## src/sv/kmq_pkg.sv

```systemverilog
`timescale 1ns / 1ps
package kmq_pkg;

    localparam int NUM_KEYS = 512;
    localparam int KEY_AW   = (NUM_KEYS > 1) ? $clog2(NUM_KEYS) : 1;
    localparam int KEY_W    = 9;

    localparam logic OP_SAMPLE = 1'b0;
    localparam logic OP_SET    = 1'b1;

    localparam logic [2:0] MODE_PLAIN    = 3'd0;
    localparam logic [2:0] MODE_TOGGLE   = 3'd1;
    localparam logic [2:0] MODE_COOLDOWN = 3'd2;
    localparam logic [2:0] MODE_INSTANT  = 3'd3;
    localparam logic [2:0] MODE_CYCLE    = 3'd4;

    typedef enum logic [1:0] {
        ST_CLEAR,
        ST_IDLE,
        ST_EXEC
    } t_kmq_state;

    typedef struct packed {
        logic clear;
        logic accept;
        logic exec;
    } t_kmq_cmd;

    typedef struct packed {
        logic clear_last;
        logic out_blocked;
    } t_kmq_sts;

    typedef struct packed {
        logic [2:0]  mode;
        logic [7:0]  value;
        logic [15:0] cooldown;
        logic [7:0]  cycle;
        logic [31:0] last;
    } t_key_entry;

endpackage

```

## src/sv/kmq_ctrl.sv

```systemverilog
`timescale 1ns / 1ps
module kmq_ctrl (
    input  logic              i_clk,
    input  logic              i_rst_n,
    input  logic              i_valid,
    input  kmq_pkg::t_kmq_sts i_sts,
    output kmq_pkg::t_kmq_cmd o_cmd,
    output logic              o_stall
);
    import kmq_pkg::*;

    t_kmq_state r_state;
    t_kmq_state n_state;

    always_ff @(posedge i_clk) begin
        if (!i_rst_n) begin
            r_state <= ST_CLEAR;
        end else begin
            r_state <= n_state;
        end
    end

    always_comb begin
        n_state = r_state;
        case (r_state)
            ST_CLEAR: begin
                if (i_sts.clear_last) n_state = ST_IDLE;
            end
            ST_IDLE: begin
                if (i_valid) n_state = ST_EXEC;
            end
            ST_EXEC: begin
                if (!i_sts.out_blocked) n_state = ST_IDLE;
            end
            default: n_state = ST_CLEAR;
        endcase
    end

    always_comb begin
        o_cmd   = '0;
        o_stall = 1'b1;
        case (r_state)
            ST_CLEAR: begin
                o_cmd.clear = 1'b1;
            end
            ST_IDLE: begin
                o_stall      = 1'b0;
                o_cmd.accept = i_valid;
            end
            ST_EXEC: begin
                // hold the request until the result register can take it
                o_cmd.exec = !i_sts.out_blocked;
            end
            default: o_cmd = '0;
        endcase
    end

    a_no_work_while_clearing: assert property (@(posedge i_clk) disable iff (!i_rst_n)
        (r_state == ST_CLEAR) |-> (!o_cmd.accept && !o_cmd.exec))
        else $error("request taken during table clear");

    a_accept_then_exec: assert property (@(posedge i_clk) disable iff (!i_rst_n)
        o_cmd.accept |=> (r_state == ST_EXEC))
        else $error("accepted request not followed by execute");

    a_exec_only_when_free: assert property (@(posedge i_clk) disable iff (!i_rst_n)
        o_cmd.exec |-> !i_sts.out_blocked)
        else $error("result register overwritten while held");

endmodule

```

## config.mk

```make
export PLATFORM = sky130hd
export DESIGN_NAME = kmq_ctrl
export DESIGN_NICKNAME = d
export VERILOG_FILES = /design/src/sv/kmq_pkg.sv /design/src/sv/kmq_ctrl.sv
export SDC_FILE = /design/constraint.sdc
export NUM_CORES = 1
export LEC_CHECK = 0
export ABC_CLOCK_PERIOD_IN_PS = 1600
export BUFFER_PORTS_ARGS = -buffer_cell sky130_fd_sc_hd__buf_2
export CORE_AREA = 2 2 39 41
export CTS_CLUSTER_SIZE = 25
export DETAILED_ROUTE_END_ITERATION = 8
export DIE_AREA = 0 0 41 43
export PLACE_DENSITY_LB_ADDON = 0.08
export RECOVER_POWER = 25
export SYNTH_ARGS = -nofsm -noshare
export SYNTH_HDL_FRONTEND = slang
export SYNTH_SLANG_ARGS = --single-unit
```

## constraint.sdc

```tcl
create_clock -name i_clk -period 1.6 [get_ports i_clk]
set_clock_uncertainty 0.15 [all_clocks]
set_input_delay 0.24 -clock i_clk [delete_from_list [all_inputs] [get_ports i_clk]]
set_output_delay 0.24 -clock i_clk [all_outputs]
set_load 0.03 [all_outputs]
```

==> summary.md, run 1 <==
| Metric | Value |
|---|---|
| DRC | 0 |
| Crit path from | r_state[1]$_SDFFE_PN0P_ |
| Commonest non-fill, non-tap cell in the layout | buf_2 |
| Leak | 0.0917 nW |
| Top cell type by total area after synthesis | dfxtp_1 |
| Power Density | 1090 nW/um^2 |
| H-Tree Depth | 1 |
| Seq pwr share | 0.280 |
| Total of max-cap violations | 0 |
| Post-layout min period | 1420 ps |
| Slowest stage delay, CP | 380 ps |
| Post-synthesis mux area share | 0 |
| Max clock buf depth | 2 |
| Post-Synth Simple-Gate Area | 0.467 |
| Final non-filler cell total | 40 |
| Core area | 1380 sq um |
| Wire length per cell | 7.55 um |
| Flip-flop count of the largest register, all copies and words added | 2 |
| Root Buffer | clkbuf_4 |
| Clk pwr share | 0.509 |
| Worst r2r src | r_state[0]$_SDFFE_PN0P_ |
| Synth top area share | 0.348 |
| Synthesized area | 115 sq um |
| Critical setup path kind | flop to primary output |
| Global-route wire length before repair | 510 um |
| Fin nets | 31 |
| Req. time, crit path | 1210 ps |
| Final Max Tran Viols | 0 |
| Crit-path slowest cell | dfxtp_1 |
| Final setup viols | 0 |
| Layout cells sized above 1 | 0.500 |
| Hold slack | 109 ps |
| Synth Net Count | 18 |
| I/O pins | 9 |
| Resized cells post-CTS | 0 |
| Xor-xnor portion of the synthesized cell area | 0 |
| Routed via count | 128 |
| DRT Pass-1 Iters | 1 |
| Worst-margin pin slew | 207 ps |
| Most frequent cells in the layout | 8 x buf_2, 3 x clkbuf_4, 2 x nand3b_1, 2 x dfxtp_1 |
| Area growth from synthesis to layout | 71.7% |
| Post-Synth Adder-Cell Area | 0 |
| Yosys reg bits | 2 |
| Reg clk slew, reported paths | 30 ps |
| Via-to-Cell Ratio | 3.20 |
| Placed Cells incl. Taps | 37 |
| NetSw | 0.0000606 W |
| Gate power share | 0.211 |
| Pin count of the biggest net entering global routing | 8 |
| Post-CTS setup buffers | 0 |
| Internal | 0.000155 W |
| Critical Path Start Type | flop |
| Num CTS Buffers | 3 |
| Worst Min Path Start | i_rst_n |
| Max transition margin | 0.862 |
| Crit path max-delay family | flip-flops |
| Die Wd | 41 um |
| Die ar. | 1760 sq um |
| Critical Path Sink Type | primary output |
| CTS tree | yes |
| Compound-Gate Fraction of Synth Area | 0.152 |
| Arr. time, crit path | 1030 ps |
| GRT overflow | 0 |
| Top flop regs | r_state x2 |
| Synth warnings | 0 |
| Largest reg by FF count | r_state |
| CTS sink cnt | 2 |
| Synth unique cells | 11 |
| Initial Util | 0.0832 |
| Final Hold Viols | 0 |
| CTS Hold Bufs | 0 |
| CP cell instances | nor3b_2, buf_2 |
| Number of diodes | 0 |
| Die Ht | 43 um |
| CP bufs+invs | 1 |
| End-of-flow core utilization | 0.143 |
| GRT Overall Usage | 0.0532 |
| Initial drt markers | 0 |
| Status | finished clean |
| Worst VDD drop | 0.000200 V |
| Top achievable clock speed | 0.704 GHz |
| Total Wirelength | 302 um |
| Placer Congestion | 0.533 |
| Top area cells in the synthesized netlist | dfxtp_1 35%, nand3b_1 13%, nor3b_2 11%, a32o_1 8.7%, a21boi_0 6.5% |
| HP Class | primary input to flop |
| Num rows | 14 |
| Final setup TNS | 0 ps |
| Vias in the first global route | 140 |
| Sw Ratio | 0.281 |
| Post-synthesis sequential area ratio | 0.348 |
| Largest family of logic cells by synthesized area | simple AND/OR/NAND/NOR gates |
| Mean post-synth cell area | 8.85 sq um |
| Mapped Cells | 13 |
| Initial antenna violation count | 0 |
| Period Utilization, post-route | 0.888 |
| Port Buffer Count | 8 |
| Crit Path Max Fanout | 6 |
| Post-DRT Antenna Nets | 0 |
| RSZ-0062 raised after global routing | false |
| Worst-Skew Late Latency | 220 ps |
[area by class of cell]
class	instances	area (sq um)
Clock buffer	3	22.5
Sequential cell	2	40.0
Timing Repair Buffer	8	40.0
Tap cell	16	20.0
Fill cell	169	1190
Inverter	1	3.75
Multi-Input combinational cell	10	71.3
[metrics by stage]
step / area, sq um / total power (W) / setup WS [ps]
floorplan: 115 / 0.0000909 / 363
global placement: 175 / 0.000108 / 395
detailed placement: 175 / 0.000108 / 402
CTS: 198 / 0.000227 / 160
global route: 198 / 0.000240 / 114
finish: 198 / 0.000216 / 180
[final timing paths]
kind         cells past startpoint                       to  slack [ps]
min                              2  r_state[0]$_SDFFE_PN0P_         110
max reg2reg                      2  r_state[0]$_SDFFE_PN0P_         510
min reg2reg                      2  r_state[1]$_SDFFE_PN0P_         400
max                              2                 o_cmd[0]         180
[layer usage]
| metal | up-vias | wire length [um] | part of all wire | global-route usage |
|---|---|---|---|---|
| met1 | 56 | 91 | 0.30 | 0.0386 |
| met2 | 5 | 165 | 0.55 | 0.0625 |
| li1 | 67 | - | - | - |
| met3 | 0 | 46 | 0.15 | 0.0471 |
| met4 | 0 | 0 | 0 | 0.0800 |
| met5 | - | 0 | 0 | 0 |
[power groups by stage]
stage	combinational (W)	sequential, W	clock (W)
after global placement	0.0000468	0.0000616	0
after floorplan	0.0000312	0.0000597	0
after CTS	0.0000465	0.0000605	0.000120
after detailed placement	0.0000464	0.0000614	0
final	0.0000455	0.0000604	0.000110
after global routing	0.0000495	0.0000613	0.000129
[synth_stat cells (all sizes together)]
| master | count |
|---|---|
| nand2b | 1 |
| nor2 | 1 |
| a32o | 1 |
| inv | 1 |
| or2 | 1 |
| nor2b | 1 |
| dfxtp | 2 |
| nor3b | 1 |
| a21boi | 1 |
| nand2 | 1 |
| nand3b | 2 |
[kinds of logic (layout without fill, tap and decap cells)]
family	after synthesis	count (layout)
AND/OR/NAND/NOR	8	8
AO/OA/AOI/OAI	2	2
buffers and inverters	1	12
flip-flops	2	2
Note: power is estimated with default switching activity, not from simulation.
==> run 2: changes to the inputs <==
==> constraint.sdc (replaced) <==
create_clock -name i_clk -period 1.6 [get_ports i_clk]
set_clock_uncertainty 0.15 [all_clocks]
set_input_delay 0.24 -clock i_clk [delete_from_list [all_inputs] [get_ports i_clk]]
set_output_delay 0.24 -clock i_clk [all_outputs]
set_load 0.02 [all_outputs]
==> run 2 against run 1 <==
Effect of this change: sequential share of layout area is the same; highest routed layer unchanged; register-to-register slack hardly changed; cell area unchanged; combinational power shrank 14%; global-route usage decreased by 0.71 points.
==> summary.md, run 2 (synthesized netlist as in run 1, its figures left out) <==
| Metric | Value |
|---|---|
| Power Density | 1050 nW/um^2 (-4.1%) |
| Final Max Tran Viols | 0 (unchanged) |
| Placer Congestion | 0.534 (+0.17%) |
| Top achievable clock speed | 0.720 GHz (+2.3%) |
| Core area | 1380 sq um (unchanged) |
| Top Metal Used | met3 |
| Die Wd | 41 um (unchanged) |
| I/O pins | 9 (unchanged) |
| Max clock buf depth | 2 (unchanged) |
| Die ar. | 1760 sq um (unchanged) |
| Vias in the first global route | 116 (-17%) |
| Leak | 0.0917 nW (unchanged) |
| Most frequent cells in the layout | 8 x buf_2, 3 x clkbuf_4, 2 x nand3b_1, 2 x dfxtp_1 |
| Initial antenna violation count | 0 (unchanged) |
| Critical Path Sink Type | primary output |
| Wl on met1 | 90 um (-1.1%) |
| Total of max-cap violations | 0 (unchanged) |
| Die Ht | 43 um (unchanged) |
| Resized cells post-CTS | 0 (unchanged) |
| Post-DRT Antenna Nets | 0 (unchanged) |
| Metal3 WL | 45 um (-2.2%) |
| GRT overflow | 0 (unchanged) |
| Flip-flop count of the largest register, all copies and words added | 2 (unchanged) |
| CTS tree | yes |
| Area growth from synthesis to layout | 71.7% (unchanged) |
| CTS sink cnt | 2 (unchanged) |
| Arr. time, crit path | 1000 ps (-30 ps) |
| Period Utilization, post-route | 0.868 (-0.0196) |
| Req. time, crit path | 1210 ps (about the same) |
| Slowest stage delay, CP | 380 ps (about the same) |
| CTS Hold Bufs | 0 (unchanged) |
| Global-route wire length before repair | 420 um (-18%) |
| Crit-path slowest cell | dfxtp_1 |
| Fin nets | 31 (unchanged) |
| Number of diodes | 0 (unchanged) |
| Largest reg by FF count | r_state |
| Port Buffer Count | 8 (unchanged) |
| Worst-Skew Late Latency | 220 ps (about the same) |
| Post-CTS setup buffers | 0 (unchanged) |
| Met2 Wirelength | 173 um (+4.8%) |
| Layout cells sized above 1 | 0.500 (unchanged) |
| Post-layout min period | 1390 ps (-31.4 ps) |
| Num CTS Buffers | 3 (unchanged) |
| Worst-margin pin slew | 211 ps (+3.32 ps) |
| Max transition margin | 0.859 (-0.00222) |
| DRC | 0 (unchanged) |
| H-Tree Depth | 1 (unchanged) |
| Reg clk slew, reported paths | 30 ps (about the same) |
| Final setup viols | 0 (unchanged) |
| Critical Path Start Type | flop |
| Critical setup path kind | flop to primary output |
| Routed via count | 132 (+3.1%) |
| Status | finished clean |
| Via-to-Cell Ratio | 3.30 (+3.1%) |
| Total Wirelength | 309 um (+2.3%) |
| Final Hold Viols | 0 (unchanged) |
| RSZ-0062 raised after global routing | false |
| Commonest non-fill, non-tap cell in the layout | buf_2 |
| Num rows | 14 (unchanged) |
| Worst VDD drop | 0.000105 V (-47%) |
| Initial Util | 0.0832 (unchanged) |
| Final setup TNS | 0 ps (unchanged) |
| Pin count of the biggest net entering global routing | 8 (unchanged) |
| Top flop regs | r_state x2 |
| Initial drt markers | 0 (unchanged) |
| Wire length per cell | 7.73 um (+2.3%) |
| GRT Overall Usage | 0.0461 (-0.00712) |
| DRT Pass-1 Iters | 1 (unchanged) |
| HP Class | primary input to flop |
| Crit Path Max Fanout | 6 (unchanged) |
| Hold slack | 123 ps (+13.9 ps) |
| Root Buffer | clkbuf_4 |
| CP cell instances | nor3b_2, buf_2 |
run 2: metrics by stage:
step	instance area (sq um)	total power [W]	worst slack, ps	util	std cells
after detailed placement	175	0.000101	434	0.127	37
after floorplan	115	0.0000844	480	-	13
after global routing	198	0.000222	128	0.143	40
after CTS	198	0.000215	189	0.143	40
final	198	0.000207	211	0.143	40
after global placement	175	0.000102	436	0.127	37
run 2: path summary, 6_finish.rpt:
| kind | start | slack [ps] | cells after the start | endpoint |
|---|---|---|---|---|
| worst max-delay path | r_state[1]$_SDFFE_PN0P_ | 210 | 2 | o_cmd[0] |
| worst min-delay path | i_rst_n | 120 | 2 | r_state[0]$_SDFFE_PN0P_ |
| worst max register to register | r_state[0]$_SDFFE_PN0P_ | 510 | 2 | r_state[0]$_SDFFE_PN0P_ |
| worst min register to register | r_state[1]$_SDFFE_PN0P_ | 410 | 2 | r_state[1]$_SDFFE_PN0P_ |
run 2: layout make-up:
cell class | count | area, sq um
Fill cell | 171 | 1190
Multi-Input combinational cell | 10 | 71.3
Sequential cell | 2 | 40.0
Timing Repair Buffer | 8 | 40.0
Clock buffer | 3 | 22.5
Tap cell | 16 | 20.0
Inverter | 1 | 3.75
run 2: report_power, final:
group          leakage, nW  internal, W  switching [W]
logic               0.0614    0.0000181      0.0000211
clock network       0.0138    0.0000824      0.0000248
registers           0.0165    0.0000544     0.00000612
run 2: critical path, delay by kind of cell, from the launching register on:
| family | cells | cell delay (ps) |
|---|---|---|
| buffers and inverters | 1 | 190 |
| DFF | 1 | 380 |
| and+or+nand+nor | 1 | 210 |
run 2: metal layers:
| layer | track usage | up-vias |
|---|---|---|
| li1 | - | 67 |
| met1 | 0.0224 | 60 |
| met2 | 0.0656 | 5 |
| met3 | 0.0471 | 0 |
| met4 | 0.0600 | 0 |
| met5 | 0 | - |
